==> src/rtl/aavd_pkg.sv <==
// Package for the averaging voltmeter: widths, constants, FSM codes, control structs.
package aavd_pkg;

  localparam int MAX_SAMPLES_DEF = 16;
  localparam int ADC_W           = 10;
  localparam int CFG_W           = 5;
  localparam int VOLT_W          = 6;
  localparam int SEG_W           = 7;
  localparam int SCALED_W        = 16;
  localparam int SCALE_MUL       = 33;
  localparam int SCALE_ROUND     = 511;
  localparam int SCALE_DIV       = 1023;
  localparam logic [CFG_W-1:0] CFG_RESET = CFG_W'(8);

  typedef enum logic [4:0] {
    ST_IDLE   = 5'b00001,
    ST_DIV1   = 5'b00010,
    ST_MUL    = 5'b00100,
    ST_HOLD   = 5'b01000,
    ST_FINISH = 5'b10000
  } state_t;

  typedef struct packed {
    logic accept;
    logic div_step;
    logic mul;
    logic hold;
    logic load_out;
  } cmd_t;

  typedef struct packed {
    logic need_div;
    logic out_free;
  } status_t;

  function automatic logic [SEG_W-1:0] seg_code(input logic [3:0] d);
    logic [SEG_W-1:0] s;
    unique case (d)
      4'd0:    s = 7'h3F;
      4'd1:    s = 7'h06;
      4'd2:    s = 7'h5B;
      4'd3:    s = 7'h4F;
      4'd4:    s = 7'h66;
      4'd5:    s = 7'h6D;
      4'd6:    s = 7'h7D;
      4'd7:    s = 7'h07;
      4'd8:    s = 7'h7F;
      4'd9:    s = 7'h6F;
      default: s = '0;
    endcase
    return s;
  endfunction

  // Tens digit of a value below 40.
  function automatic logic [1:0] tens_of(input logic [VOLT_W-1:0] v);
    logic [1:0] t;
    if (v >= VOLT_W'(30)) begin
      t = 2'd3;
    end else if (v >= VOLT_W'(20)) begin
      t = 2'd2;
    end else if (v >= VOLT_W'(10)) begin
      t = 2'd1;
    end else begin
      t = 2'd0;
    end
    return t;
  endfunction

endpackage

==> src/rtl/aavd_ctrl.sv <==
// Controller state machine: sequences accept, the mean division, scaling and output load.
module aavd_ctrl
  import aavd_pkg::*;
#(
  parameter int MAX_SAMPLES = MAX_SAMPLES_DEF
) (
  input  logic    clk,
  input  logic    rst_n,
  input  logic    in_tvalid,
  output logic    in_tready,
  input  status_t stat,
  output cmd_t    cmd
);

  localparam int CNT_W = $clog2(MAX_SAMPLES + 1);
  localparam int SUM_W = ADC_W + CNT_W;
  localparam int DIV_W = (SUM_W > SCALED_W) ? SUM_W : SCALED_W;
  localparam int STP_W = $clog2(DIV_W);

  state_t           state_r, state_nxt;
  logic [STP_W-1:0] step_r, step_nxt;
  logic             accept;

  assign in_tready = (state_r == ST_IDLE);
  assign accept    = in_tvalid & in_tready;

  always_comb begin
    state_nxt    = state_r;
    step_nxt     = step_r;
    cmd          = '0;
    unique case (state_r)
      ST_IDLE: begin
        if (accept) begin
          cmd.accept = 1'b1;
          step_nxt   = STP_W'(DIV_W - 1);
          state_nxt  = stat.need_div ? ST_DIV1 : ST_FINISH;
        end
      end
      ST_DIV1: begin
        cmd.div_step = 1'b1;
        if (step_r == '0) begin
          state_nxt = ST_MUL;
        end else begin
          step_nxt = step_r - 1'b1;
        end
      end
      ST_MUL: begin
        cmd.mul   = 1'b1;
        state_nxt = ST_HOLD;
      end
      ST_HOLD: begin
        cmd.hold  = 1'b1;
        state_nxt = ST_FINISH;
      end
      ST_FINISH: begin
        if (stat.out_free) begin
          cmd.load_out = 1'b1;
          state_nxt    = ST_IDLE;
        end
      end
      default: state_nxt = ST_IDLE;
    endcase
  end

  always_ff @(posedge clk) begin
    if (!rst_n) begin
      state_r <= ST_IDLE;
      step_r  <= '0;
    end else begin
      state_r <= state_nxt;
      step_r  <= step_nxt;
    end
  end

endmodule

==> src/rtl/aavd_datapath.sv <==
// Datapath: sample accumulator, restoring divider for the mean, scaling, display and output.
module aavd_datapath
  import aavd_pkg::*;
#(
  parameter int MAX_SAMPLES = MAX_SAMPLES_DEF
) (
  input  logic             clk,
  input  logic             rst_n,
  input  cmd_t             cmd,
  output status_t          stat,
  input  logic             func,
  input  logic [ADC_W-1:0] sample,
  input  logic [CFG_W-1:0] cfg_batch,
  input  logic             out_tready,
  output logic             out_tvalid,
  output logic [15:0]      out_tdata
);

  localparam int CNT_W = $clog2(MAX_SAMPLES + 1);
  localparam int SUM_W = ADC_W + CNT_W;
  localparam int DIV_W = (SUM_W > SCALED_W) ? SUM_W : SCALED_W;
  localparam int DVS_W = (CNT_W > ADC_W) ? CNT_W : ADC_W;
  localparam int BS_W  = (CNT_W > CFG_W) ? CNT_W : CFG_W;

  logic [SUM_W-1:0]  sum_r;
  logic [CNT_W-1:0]  taken_r;
  logic [VOLT_W-1:0] held_r;
  logic              show_high_r;
  logic [SEG_W-1:0]  seg_r;
  logic              high_sel_r;
  logic              upd_r;
  logic              out_valid_r;
  logic [15:0]       out_data_r;
  logic [DIV_W-1:0]  quo_r;
  logic [DVS_W-1:0]  rem_r;
  logic [DVS_W-1:0]  dvs_r;

  logic [SUM_W-1:0]    sum_inc;
  logic [CNT_W-1:0]    taken_inc;
  logic [BS_W-1:0]     cfg_ext, max_ext, bsize;
  logic                batch_done;
  logic [DVS_W:0]      trial;
  logic                ge;
  logic [SCALED_W-1:0] scaled;
  logic [VOLT_W-1:0]   q_est;
  logic [ADC_W:0]      r_est;
  logic [VOLT_W-1:0]   volts;
  logic [1:0]          tens;
  logic [VOLT_W-1:0]   ones;

  assign sum_inc   = sum_r + SUM_W'(sample);
  assign taken_inc = taken_r + 1'b1;
  assign cfg_ext   = BS_W'(cfg_batch);
  assign max_ext   = BS_W'(MAX_SAMPLES);

  always_comb begin
    if (cfg_ext == '0) begin
      bsize = BS_W'(1);
    end else if (cfg_ext > max_ext) begin
      bsize = max_ext;
    end else begin
      bsize = cfg_ext;
    end
  end

  assign batch_done    = (BS_W'(taken_inc) >= bsize);
  assign stat.need_div = ~func & batch_done;
  assign stat.out_free = ~out_valid_r | out_tready;

  assign trial  = {rem_r, quo_r[DIV_W-1]};
  assign ge     = (trial >= {1'b0, dvs_r});
  assign scaled = SCALED_W'(32'(quo_r[ADC_W-1:0]) * SCALE_MUL + SCALE_ROUND);

  // Divide by 2^ADC_W-1: estimate with a shift, then correct by one.
  assign q_est  = quo_r[ADC_W +: VOLT_W];
  assign r_est  = {1'b0, quo_r[ADC_W-1:0]} + (ADC_W+1)'(q_est);
  assign volts  = q_est + VOLT_W'(r_est >= (ADC_W+1)'(SCALE_DIV));

  assign tens   = tens_of(held_r);
  assign ones   = held_r - VOLT_W'(32'(tens) * 10);

  always_ff @(posedge clk) begin
    if (!rst_n) begin
      sum_r       <= '0;
      taken_r     <= '0;
      held_r      <= '0;
      show_high_r <= 1'b0;
      seg_r       <= '0;
      high_sel_r  <= 1'b1;
      upd_r       <= 1'b0;
      out_valid_r <= 1'b0;
    end else begin
      if (cmd.accept) begin
        upd_r <= 1'b0;
        if (func) begin
          high_sel_r  <= show_high_r;
          seg_r       <= show_high_r ? seg_code({2'b00, tens}) : seg_code(ones[3:0]);
          show_high_r <= ~show_high_r;
        end else if (batch_done) begin
          sum_r   <= '0;
          taken_r <= '0;
        end else begin
          sum_r   <= sum_inc;
          taken_r <= taken_inc;
        end
      end
      if (cmd.hold) begin
        held_r <= volts;
        upd_r  <= 1'b1;
      end
      if (cmd.load_out) begin
        out_valid_r <= 1'b1;
      end else if (out_tready) begin
        out_valid_r <= 1'b0;
      end
    end
  end

  always_ff @(posedge clk) begin
    if (cmd.accept) begin
      quo_r <= DIV_W'(sum_inc);
      rem_r <= '0;
      dvs_r <= DVS_W'(taken_inc);
    end else if (cmd.div_step) begin
      quo_r <= {quo_r[DIV_W-2:0], ge};
      rem_r <= ge ? DVS_W'(trial - {1'b0, dvs_r}) : DVS_W'(trial);
    end else if (cmd.mul) begin
      quo_r <= DIV_W'(scaled);
    end
    if (cmd.load_out) begin
      out_data_r <= {upd_r, held_r, ~high_sel_r, high_sel_r, seg_r};
    end
  end

  assign out_tvalid = out_valid_r;
  assign out_tdata  = out_data_r;

endmodule

==> src/rtl/adc_average_voltmeter_display.sv <==
// Top level of the averaging voltmeter with two-digit seven-segment drive.
//
//  channel | dir | handshake          | payload
//  --------+-----+--------------------+-----------------------------------------
//  in_     | in  | in_tvalid/tready   | tdata: sample_value; tuser: func
//  out_    | out | out_tvalid/tready  | tdata: segments, high/low on, volts, upd
//  cfg_    | in  | APB, pready high   | 0x0: samples_per_average (5 bits)
//
// A refresh tick or a sample that does not close a batch goes from accept straight
// to the output load. A sample that closes a batch runs the restoring divider for the
// mean, one quotient bit per cycle over DIV_W bits; the scaling by 33/1023 is a
// multiply step and then a shift-and-correct step before the output load.
// Reset is synchronous, active low; no clearing pass.
// A stalled output holds the result while the next word is taken in; the
// following result waits in the controller until the output register frees.
module adc_average_voltmeter_display
  import aavd_pkg::*;
#(
  parameter int MAX_SAMPLES = MAX_SAMPLES_DEF
) (
  input  logic        clk,
  input  logic        rst_n,
  input  logic        in_tvalid,
  output logic        in_tready,
  input  logic [15:0] in_tdata,    // [9:0] sample_value, [15:10] zero
  input  logic        in_tuser,    // [0] func
  output logic        out_tvalid,
  input  logic        out_tready,
  output logic [15:0] out_tdata,   // [6:0] segments, [7] high_digit_on, [8] low_digit_on,
                                   // [14:9] voltage_tenths, [15] voltage_updated
  input  logic        cfg_psel,
  input  logic        cfg_penable,
  input  logic        cfg_pwrite,
  input  logic [2:0]  cfg_paddr,
  input  logic [31:0] cfg_pwdata,
  output logic [31:0] cfg_prdata,
  output logic        cfg_pready
);

  localparam logic [2:0] ADDR_BATCH = 3'd0;

  logic [CFG_W-1:0] batch_r;
  cmd_t             cmd;
  status_t          stat;

  assign cfg_pready = 1'b1;
  assign cfg_prdata = (cfg_paddr == ADDR_BATCH) ? 32'(batch_r) : '0;

  always_ff @(posedge clk) begin
    if (!rst_n) begin
      batch_r <= CFG_RESET;
    end else if (cfg_psel && cfg_penable && cfg_pwrite && cfg_pready &&
                 (cfg_paddr == ADDR_BATCH)) begin
      batch_r <= cfg_pwdata[CFG_W-1:0];
    end
  end

  aavd_ctrl #(
    .MAX_SAMPLES(MAX_SAMPLES)
  ) u_ctrl (
    .clk       (clk),
    .rst_n     (rst_n),
    .in_tvalid (in_tvalid),
    .in_tready (in_tready),
    .stat      (stat),
    .cmd       (cmd)
  );

  aavd_datapath #(
    .MAX_SAMPLES(MAX_SAMPLES)
  ) u_datapath (
    .clk        (clk),
    .rst_n      (rst_n),
    .cmd        (cmd),
    .stat       (stat),
    .func       (in_tuser),
    .sample     (in_tdata[ADC_W-1:0]),
    .cfg_batch  (batch_r),
    .out_tready (out_tready),
    .out_tvalid (out_tvalid),
    .out_tdata  (out_tdata)
  );

endmodule

==> config.mk <==
export PLATFORM = sky130hd
export DESIGN_NAME = adc_average_voltmeter_display
export DESIGN_NICKNAME = d
export VERILOG_FILES = /design/src/rtl/aavd_pkg.sv /design/src/rtl/aavd_ctrl.sv /design/src/rtl/aavd_datapath.sv /design/src/rtl/adc_average_voltmeter_display.sv
export SDC_FILE = /design/constraint.sdc
export NUM_CORES = 1
export LEC_CHECK = 0
export BUFFER_PORTS_ARGS = -buffer_cell sky130_fd_sc_hd__buf_2
export CORE_ASPECT_RATIO = 0.5
export CORE_MARGIN = 4
export CORE_UTILIZATION = 25
export CTS_BUF_LIST = sky130_fd_sc_hd__clkbuf_8 sky130_fd_sc_hd__clkbuf_16
export CTS_CLUSTER_SIZE = 28
export DETAILED_ROUTE_END_ITERATION = 6
export GPL_TIMING_DRIVEN = 0
export PLACE_DENSITY_LB_ADDON = 0.25
export SLEW_MARGIN = 5
export SYNTH_ARGS = -nofsm -noshare
export SYNTH_HDL_FRONTEND = slang
export SYNTH_SLANG_ARGS = --single-unit
==> constraint.sdc <==
create_clock -name clk -period 6.4 [get_ports clk]
set_input_delay 0.96 -clock clk [delete_from_list [all_inputs] [get_ports clk]]
set_output_delay 0.96 -clock clk [all_outputs]
set_load 0.005 [all_outputs]
# Yosys cells after proc, flatten, opt, wreduce, memory -nomap -nowiden
# Memory sizes are Yosys's and may differ from the RTL's.
# Index checks and enable logic that the tools add are counted.
dict set report op_classes {
  mux 33
  n_addsub 8
  order_cmp 7
  n_mul 2
  eq_ne 12
  reduce_logical 16
  bitwise_logic 7
}
# op n
set op_table {}
lappend op_table {{$mux 5} 8}
lappend op_table {{$mux 16} 2}
lappend op_table {{$mux 15} 2}
lappend op_table {{$pmux 7 s4} 1}
lappend op_table {{$pmux 5 s5} 1}
lappend op_table {{$add 16x9->16 const B} 1}
lappend op_table {{$mul 10x6->16 const B} 1}
lappend op_table {{$add 15x10->15} 1}
lappend op_table {{$ge 6x5->1 const B} 2}
lappend op_table {{$mux 1} 12}
lappend op_table {{$add 10x6->11} 1}
lappend op_table {{$ge 11x10->1 const B} 1}
lappend op_table {{$ge 11x5->1} 1}
lappend op_table {{$mux 10} 1}
lappend op_table {{$sub 10x5->10} 1}
lappend op_table {{$mux 4} 2}
lappend op_table {{$pmux 4 s2} 1}
lappend op_table {{$reduce_bool 2->1} 4}
lappend op_table {{$mux 7} 1}
lappend op_table {{$add 6x1->6} 1}
lappend op_table {{$ge 6x4->1 const B} 1}
lappend op_table {{$ne 2x2->1 const B} 3}
lappend op_table {{$reduce_and 3->1} 2}
lappend op_table {{$add 5x1->5 const B} 1}
lappend op_table {{24 further kinds} 33}
dict set report word_totals {
  elab_cells 102
  rom_bits 112
  ff_bits 98
  mem_count 1
  in_bits 59
}
# name depth width read_ports rd_clocked_by_memory_dff write_ports line_no
set memory_table {}
lappend memory_table {{(name not given)} 16 7 1 0 0 aavd_pkg.sv:38} ;# unique case (d)

# Logic depth before layout (Yosys ltp)
# Gate-level depths: netlist of the first run.
dict set report depth {
  word_depth 8
  ltp_mapped 14
  depth_no_buf 14
}

# By module
# Synthesis of the first run repeated with hierarchy kept, for this count alone.
dict set report hier_totals {
  cells_unflattened 740
  hier_area_um2 6722.7
}
# module cells_per_inst area_each_um2 n_inst
set by_module_without_submodules {}
lappend by_module_without_submodules {aavd_datapath 620 5699.2 1}
lappend by_module_without_submodules {aavd_ctrl 60 544.3 1}
lappend by_module_without_submodules {adc_average_voltmeter_display 60 479.2 1}

# Worst setup path before layout of the first run
# OpenSTA, ideal clock, no wires.
dict set report synth_path {
  kind {register to register}
  startpoint {register u_datapath.quo_r[2]}
  endpoint {register u_datapath.quo_r[13], data pin}
  arrival_ps 3007
  path_stages_with_launch 14
  setup_ps 278
  synth_period_minus_slack_ps 3285
  slack_ps 3115
  path_cell_list {edfxtp_1 -> inv_1 -> ha_1 -> inv_1 -> fa_1 -> fa_1 -> inv_1 -> ha_1 -> a21oi_1 -> o22ai_1 -> a21o_1 -> a2111oi_0 -> nand3b_1 -> a21oi_1}
}
dict set report synth_between {
  elab_chain_len 5
}
# element line_no
set synth_lines {}
lappend synth_lines {{start: declaration} aavd_datapath.sv:34} ;# logic [DIV_W-1:0] quo_r;
lappend synth_lines {{start signal: assignment} aavd_datapath.sv:121} ;# quo_r <= DIV_W'(sum_inc);
lappend synth_lines {{start signal: assignment} aavd_datapath.sv:125} ;# quo_r <= {quo_r[DIV_W-2:0], ge};
lappend synth_lines {{start signal: assignment} aavd_datapath.sv:128} ;# quo_r <= DIV_W'(scaled);
lappend synth_lines {{$mul 10x6->16} aavd_datapath.sv:72} ;# assign scaled = SCALED_W'(32'(quo_r[ADC_W-1:0]) * SCALE_MUL + SCALE_ROUND);
lappend synth_lines {{$add 16x9->16} aavd_datapath.sv:72}
lappend synth_lines {{$mux 16} aavd_datapath.sv:127} ;# end else if (cmd.mul) begin
lappend synth_lines {{$mux 16} aavd_datapath.sv:124} ;# end else if (cmd.div_step) begin
lappend synth_lines {{$mux 15} aavd_datapath.sv:120} ;# if (cmd.accept) begin
# Every way passes these cells. The select of a mux whose other input is x is not followed.
# A chain may end at the register's enable or synchronous reset.

# Worst setup path after layout of the first run
dict set report layout_path {
  startpoint {register u_datapath.quo_r[1]}
  endpoint {register u_datapath.quo_r[14], data pin}
}
# The elaborated chain is that of the path after synthesis.

==> results summary, run 1 <==
The flow ran to the end, and the final reports show no timing, DRC or antenna violations. The floorplan has 41 rows. The most used flip-flop cell after synthesis is sky130_fd_sc_hd__dfxtp_1. The total number of H-tree levels came out at 3.

The delay of the slowest cell on the worst path is 520 ps. The core box area came out at 0.02560 mm2. The post-synthesis cell type count came out at 65. The buffer levels on the longest clock path is 2. The post-synthesis async set-or-reset flop share is 0%. Counting flops with a built-in enable in the synthesized netlist gives 36. The count of input and output buffers is 48. The die is 237.9 um wide. After clock tree synthesis, the clock-pin slew on the worst setup and hold paths is 70 ps. The minimum clock period after layout came out at 3799 ps. The clock tree from TritonCTS is done. The worst clock skew is 7.969 ps. The count of TritonRoute iterations in the first routing pass is 5.

The number of instances resized during post-cts repair is 0. The clock sink count is 98. Yosys printed 0 warnings.

The global-route wire length before repair is 27510 um. The type of destination of the critical path is a flip-flop. The root buffer cell chosen for the clock tree is sky130_fd_sc_hd__clkbuf_16. The worst hold path belongs to the class flip-flop to flip-flop.

The highest fanout seen on the critical path is 7. The final cycle utilization of the critical path is 59.36%. The number of maximum-capacitance violations is 0. The slowest stage of the critical path belongs to the cell sky130_fd_sc_hd__edfxtp_1.

The share of layout cells above drive strength 1 is 12.98%. Global routing finished with a remaining overflow of 0. The number of slew-limit violations in the final report came out at 0.

Clock latency on the worst-skew pair, taken at its later pin, is 350 ps. The number of global-route vias before repair is 5138. Dividing the detail-routed wire length by the instance count gives 14.69 um. Setup violations remaining at the end of the flow were counted as 0. Setup repair after global routing left no endpoint under its margin. The net count of the finished layout is 961. Summing the sequential cell areas from Yosys gives 35.15% of the chip area. At the worst endpoint, the required time is 6480 ps. The utilization after layout is 30.05%. STA classifies the critical path startpoint as a flip-flop.

For this block, the routed nets add up to 17390 um of wire. The maximum operating frequency came out at 0.2632 GHz. The die span in y is 122.9 um. The peak supply drop came out at 164.6 uV. The number of clock buffers inserted by TritonCTS came out at 9. The worst relative slew slack is 43.58%. Synthesis produced 750 cells. The overall die area came out at 0.02925 mm2.

The number of storage elements in the synthesis netlist came out at 98. The post-placement cell count is 1168. Once the floorplan was initialized, standard cells occupied 25.81% of the core. Detailed routing inserted a total of 5506 vias. The number of vias per cell after detailed routing came out at 4.650. The worst hold slack is 433.8 ps. After detailed routing, the number of remaining DRC violations is 0. Counting stages on the worst path, the most repeated cell is sky130_fd_sc_hd__ha_1. The signal arrival time at the worst endpoint came out at 3880 ps.

The area added between synthesis and finish came out at 16.42%. The synthesized area divided by synthesized cell count is 8.808 um2. At the pin with the least slew margin, the transition time is 842.5 ps. The post-route setup TNS is 0 ps. The number of buffers inserted by post-CTS setup repair is 0. The power density of the placed cells is 323.3 mW/mm2.

The largest net degree at the start of global routing came out at 17. The count of nets left with antenna violations after detail routing is 0. The critical path goes through inv_1 -> ha_1 -> fa_1 -> ha_1 -> ha_1 -> clkbuf_1 -> a211oi_1 -> nand4b_1 -> a211oi_1 -> nor3_1 -> nor3_1 -> o22ai_1. Global routing consumed, over all layers together, 11.89% of the routing resources. By startpoint and endpoint, the worst setup path is classified as flip-flop to flip-flop. The static leakage power is 3.203 nW. The weighted congestion at the end of routability-driven global placement came out at 0.8559. The count of hold-fix buffers inserted at cts is 0.

The detailed placement HPWL is 13520 um. The synthesized area is 0.006606 mm2. The finished layout holds 1184 standard cells, fillers aside. The final hold violation count came to 0.

Fill cells in the final layout number 2697. The iteration-0 DRC count of the detailed router came out at 301. The number of top-level pins came out at 110.

Before CTS, the worst setup slack after placement is 2594 ps. The final worst slack came out at 2601 ps. The diode insertion count for antenna repair came out at 0. The number of antenna violations at the first check in global routing is 0.
## power by group
group          switching, W  total, W  internal, W
clock              0.000246  0.000573     0.000326
sequential        0.0000804  0.000824     0.000744
combinational      0.000623   0.00109     0.000467
## synthesized netlist by cell type, drive strengths merged, types with 3 or more instances
cell type	n	area, um2
dfxtp	62	1241
nand4b	4	35.03
nor2b	5	31.28
fa	8	160.2
a31oi	6	37.54
nand2b	7	43.79
mux2i	12	120.1
nor3b	5	42.54
a2111oi	4	53.81
and2	7	43.79
edfxtp	36	1081
a21oi	65	325.3
nand3	22	110.1
a21boi	4	30.03
a211oi	14	105.1
and3	10	67.56
buf	37	260.3
o211ai	7	52.55
nand3b	12	90.09
o21a	4	30.03
inv	42	157.7
o21ai	42	210.2
xnor2	29	254.0
o2111ai	3	26.28
or3	7	43.79
a22oi	6	45.04
ha	59	738.2
a21o	12	90.09
xor2	13	113.9
nor3	19	95.09
nand4	6	37.54
nand2	60	225.2
nor2	70	265.3
clkbuf	19	71.32
## state kept, by name (all words and copies together) (netlist names), 4 cells and up
register              count
batch_r                   5
u_datapath.held_r         6
u_datapath.dvs_r          5
u_datapath.sum_r         15
u_datapath.taken_r        5
u_datapath.quo_r         16
u_datapath.seg_r          7
u_ctrl.state_r            5
u_datapath.rem_r         10
u_datapath.out_tdata     16
u_ctrl.step_r             4
## critical path: cells and delay by family, from the launching register on
family          cells  cell delay, ps
buf+inv             2             340
compound gates      3             740
simple gates        3             560
flops               1             520
fa+ha+maj           4            1350
## worst paths after layout
check                      start                 endpoint  slack, ps  cells after the start
max          u_datapath.quo_r[1]     u_datapath.quo_r[14]       2600                     12
min          u_datapath.seg_r[1]  u_datapath.out_tdata[1]        430                      0
max reg2reg  u_datapath.quo_r[1]     u_datapath.quo_r[14]       2600                     12
min reg2reg  u_datapath.seg_r[1]  u_datapath.out_tdata[1]        430                      0
## placed cells by master (no fill, tap or decap), types with 8 or more instances in the layout
| cell | n |
|---|---|
| sky130_fd_sc_hd__a211oi_1 | 14 |
| sky130_fd_sc_hd__a21o_1 | 12 |
| sky130_fd_sc_hd__a21oi_1 | 65 |
| sky130_fd_sc_hd__and3_1 | 9 |
| sky130_fd_sc_hd__buf_2 | 52 |
| sky130_fd_sc_hd__buf_4 | 29 |
| sky130_fd_sc_hd__clkbuf_1 | 19 |
| sky130_fd_sc_hd__clkbuf_16 | 10 |
| sky130_fd_sc_hd__conb_1 | 28 |
| sky130_fd_sc_hd__dfxtp_1 | 62 |
| sky130_fd_sc_hd__edfxtp_1 | 36 |
| sky130_fd_sc_hd__fa_1 | 8 |
| sky130_fd_sc_hd__ha_1 | 59 |
| sky130_fd_sc_hd__inv_1 | 42 |
| sky130_fd_sc_hd__mux2i_1 | 12 |
| sky130_fd_sc_hd__nand2_1 | 60 |
| sky130_fd_sc_hd__nand3_1 | 22 |
| sky130_fd_sc_hd__nand3b_1 | 12 |
| sky130_fd_sc_hd__nor2_1 | 69 |
| sky130_fd_sc_hd__nor3_1 | 19 |
| sky130_fd_sc_hd__o21ai_0 | 40 |
| sky130_fd_sc_hd__xnor2_1 | 29 |
| sky130_fd_sc_hd__xor2_1 | 13 |
## through the flow
step | total power, W | instance area [um2]
after floorplan | 0.001638 | 6704
after detailed placement | 0.001924 | 7377
final | 0.002486 | 7691
after global routing | 0.002688 | 7691
after CTS | 0.002514 | 7691
after global placement | 0.001913 | 7375
## kinds of logic (layout without fill, tap and decap cells)
group	after synthesis	after routing	share of synthesized area, %
and+or+nand+nor	242	242	18.09
buffers and inverters	98	162	7.405
muxes	12	12	1.818
other	2	28	0.1137
AOI/OAI and AO/OA	189	189	18.26
xor gates and xnor gates	42	42	5.568
adders and majority gates	67	67	13.60
DFF	98	98	35.15
## area by class of cell
class / count / area (um2) / area share [%]
clock inverter: 6 / 63.81 / 0.8297
sequential: 98 / 2322 / 30.19
inverter: 42 / 157.7 / 2.050
timing repair buffer: 48 / 240.2 / 3.123
clock buffer: 10 / 250.2 / 3.254
buffer: 56 / 331.6 / 4.311
tap: 344 / 430.4 / 5.596
multi-input combinational: 580 / 3895 / 50.64
## layer usage
layer  vias to the layer above  share of wire, %  wire [um]  global-route usage (%)
met1                      2574                50       8702                   16.86
li1                       2804                 -          -                       -
met5                         -                 0          0                       0
met2                       108                44       7737                   18.57
met4                         0               1.7        304                   3.461
met3                        20               3.7        648                   2.229
No activity file was read; power rests on OpenSTA's default activity.
==> run 2: changes to the inputs <==
Clock period 6.4 ns to 3.1 ns, I/O delays scaled along.
==> results summary, run 2 (synthesis gave the netlist of run 1 again) <==
The diode insertion count for antenna repair is 0 (unchanged). RSZ-0062 raised after global routing: true (was false). The core box area is 0.02560 mm2 (unchanged). The largest net degree at the start of global routing is 20 (was 17).

The count of nets left with antenna violations after detail routing is 0 (unchanged). The iteration-0 DRC count of the detailed router was 324 (was 301). The number of slew-limit violations in the final report is 0 (unchanged). The leading cell type in the layout, fill and taps excluded is sky130_fd_sc_hd__nor2_1 (unchanged). The worst clock skew is 8.403 ps (was 7.969 ps). The minimum clock period after layout came out at 3217 ps (was 3799 ps).

The sequential cell area in the final layout is 0.002322 mm2 (unchanged). The clock tree from TritonCTS is done (unchanged). The reg-to-reg startpoint is u_datapath.quo_r[1] (unchanged).

The total length of routed wires came to 17940 um (was 17390 um). The number of top-level pins is 110 (unchanged). The count of input and output buffers is 48 (unchanged). The total number of H-tree levels came out at 3 (unchanged). The clock sink count is 98 (unchanged). The power density of the placed cells came out at 728.1 mW/mm2 (was 323.3 mW/mm2). The final worst slack is -117.4 ps (was 2601 ps).

The worst relative slew slack is 44.16% (was 43.58%). The global routing usage summed across all routing layers came out at 12.07% (was 11.89%). The layout filler cell count was 2714 (was 2697). The number of maximum-capacitance violations came out at 0 (unchanged). The die span in y is 122.9 um (unchanged).

The starting utilization of the core area is 25.81% (unchanged). The worst hold path startpoint was cfg_pwdata[3] (was u_datapath.seg_r[1]). The endpoint required time on the critical path is 3170 ps (was 6480 ps).

The peak supply drop came out at 487.1 uV (was 164.6 uV). The number of antenna violations at the first check in global routing was 0 (unchanged). The CTS clock-pin slew for the worst setup and hold paths is 70 ps (about the same).

The type of the most critical hold path is input port to flip-flop (was flip-flop to flip-flop). The final hold violation count is 0 (unchanged). The signal arrival time at the worst endpoint came out at 3280 ps (was 3880 ps). Crit path cell chain: buf_6 -> ha_4 -> inv_2 -> fa_1 -> fa_1 -> inv_2 -> ha_4 -> a21oi_2 -> o22ai_2 -> a21o_1 -> a2111oi_2 -> nand3b_1 -> a21oi_1 (was inv_1 -> ha_1 -> fa_1 -> ha_1 -> ha_1 -> clkbuf_1 -> a211oi_1 -> nand4b_1 -> a211oi_1 -> nor3_1 -> nor3_1 -> o22ai_1). The endpoint of the worst hold path was batch_r[3] (was u_datapath.out_tdata[1]). The highest fanout seen on the critical path came to 4 (was 7).

The footprint of the multi-input gates is 0.004113 mm2 (was 0.003895 mm2). The count of hold-fix buffers inserted at cts is 0 (unchanged). The remaining global-route overflow came out at 0 (unchanged). The delay of the slowest cell on the worst path came out at 510 ps (was 520 ps). The length in cells of the worst reg-to-reg path is 13 (was 12).

The static leakage power is 3.318 nW (was 3.203 nW). The width of the die came out at 237.9 um (unchanged). The start-to-end type of the worst setup path is flip-flop to flip-flop (unchanged). The clock network latency to the later pin of the worst-skew pair came out at 350 ps (about the same). The worst flop-to-flop path endpoint is u_datapath.quo_r[13] (was u_datapath.quo_r[14]). The number of clock buffers inserted by TritonCTS came to 9 (unchanged). Result of the run: complete, but fails checks (was completed). The layout net count came out at 979 (was 961). The number of vias per cell after detailed routing is 4.660 (was 4.650). The count of TritonRoute iterations in the first routing pass came out at 5 (unchanged).

The instance count along the most critical hold path came out at 3 (was 0). The wire length per cell came out at 14.93 um (was 14.69 um). The global-route wire length before repair is 27940 um (was 27510 um).

The actual slew at the worst max-slew pin was 833.8 ps (was 842.5 ps). The share of layout cells above drive strength 1 came out at 19.58% (was 12.98%). The number of global-route vias before repair is 5269 (was 5138). The detailed placement HPWL is 13680 um (was 13520 um). The area added between synthesis and finish came out at 21.70% (was 16.42%). The highest-delay cell along the critical path is sky130_fd_sc_hd__fa_1 (was sky130_fd_sc_hd__edfxtp_1). The detailed-route DRC error count is 0 (unchanged). The final cycle utilization of the critical path came out at 103.8% (was 59.36%).

Commonest cells after routing, fill and taps aside: sky130_fd_sc_hd__nor2_1 (67), sky130_fd_sc_hd__dfxtp_1 (62), sky130_fd_sc_hd__nand2_1 (59) (was sky130_fd_sc_hd__nor2_1 (69), sky130_fd_sc_hd__a21oi_1 (65), sky130_fd_sc_hd__dfxtp_1 (62)). The weighted congestion at the end of routability-driven global placement came out at 0.8437 (was 0.8559). The final standard cell count with taps included and fillers excluded came out at 1202 (was 1184). The maximum operating frequency is 0.3108 GHz (was 0.2632 GHz). The overall die area is 0.02925 mm2 (unchanged). The total power is 0.005854 W (was 0.002486 W). The post-placement cell count is 1168 (unchanged).

The cell row count is 41 (unchanged). The clock root buffer is sky130_fd_sc_hd__clkbuf_16 (unchanged). The checks that failed: setup timing. The post-route setup TNS is -545.8 ps (was 0 ps).

The type of destination of the critical path is a flip-flop (unchanged). The utilization after layout came out at 31.41% (was 30.05%). The setup slack of the worst register-to-register path is -120 ps (was 2600 ps). The total vias in the final route came out at 5601 (was 5506). The count of endpoints failing setup in the final report is 6 (was 0).

The buffer levels on the longest clock path is 2 (unchanged). The critical path launch point type is a flip-flop (unchanged).
[run 2: changes by cell type in the layout (fill, tap and decap cells not counted), sizes merged]
cell / delta
inv: +5
buf: +20
clkinv: -1
bufinv: -1
clkbuf: -3
clkinvlp: -2
[run 2: timing repair]
item | 4_1_cts | 5_1_grt
buffers inserted | 18 | 2
resized for setup | 20 | 21
endpoints found under the setup margin | 14 | 19
pin swaps | 24 | 16
[run 2: metal layers]
metal | vias to the layer above | part of all wire, % | wire, um | GRT usage [%]
met1 | 2645 | 48 | 8671 | 16.31
met4 | 0 | 1.4 | 258 | 3.424
met5 | - | 0 | 0 | 0
met3 | 16 | 4.1 | 727 | 2.340
met2 | 104 | 46 | 8286 | 19.88
li1 | 2836 | - | - | -
[run 2: power breakdown]
part | total (W) | leakage [nW] | internal, W | switching, W
clock | 0.00112 | 0.145 | 0.000568 | 0.000554
combinational | 0.00304 | 2.33 | 0.00143 | 0.00161
sequential | 0.00169 | 0.840 | 0.00153 | 0.000158
total | 0.00585 | 3.32 | 0.00353 | 0.00232
[run 2: worst max path at each step]
stage / start / to / slack, ps / cells after the start
floorplan: u_datapath.quo_r[2] / u_datapath.quo_r[13] / -30 / 13
global placement: u_datapath.quo_r[1] / u_datapath.quo_r[14] / -520 / 12
detailed placement: u_datapath.quo_r[1] / u_datapath.quo_r[14] / -520 / 12
CTS: u_datapath.quo_r[1] / u_datapath.quo_r[13] / -180 / 13
global route: u_datapath.quo_r[1] / u_datapath.quo_r[11] / -280 / 14
finish: u_datapath.quo_r[1] / u_datapath.quo_r[13] / -120 / 13
[run 2: critical path, delay by kind of cell, from the launching register on]
family                   cells  cell delay [ps]
flip-flops                   1              420
adder cells (fa/ha/maj)      4             1310
buffers and inverters        3              240
AO/OA/AOI/OAI                5              750
AND/OR/NAND/NOR              1              190
[run 2: area by class of cell]
cell class              instances  share of cell area (%)
plain buffers                  54                   4.031
clock buffers                   9                   2.801
clock inverters                 7                  0.8248
inverters                      42                   1.961
multi-input cells             580                   51.15
flip-flops and latches         98                   28.88
well taps                     344                   5.353
repair buffers                 68                   4.995
[run 2: stage by stage]
step	hold slack (ps)	setup WS [ps]	instance area, um2
2_1_floorplan	403.0	-26.18	6769
3_3_place_gp	418.4	-524.5	7440
3_5_place_dp	422.0	-524.1	7442
4_1_cts	325.3	-178.5	7925
5_1_grt	332.4	-275.9	8040
6_report	336.0	-117.4	8040
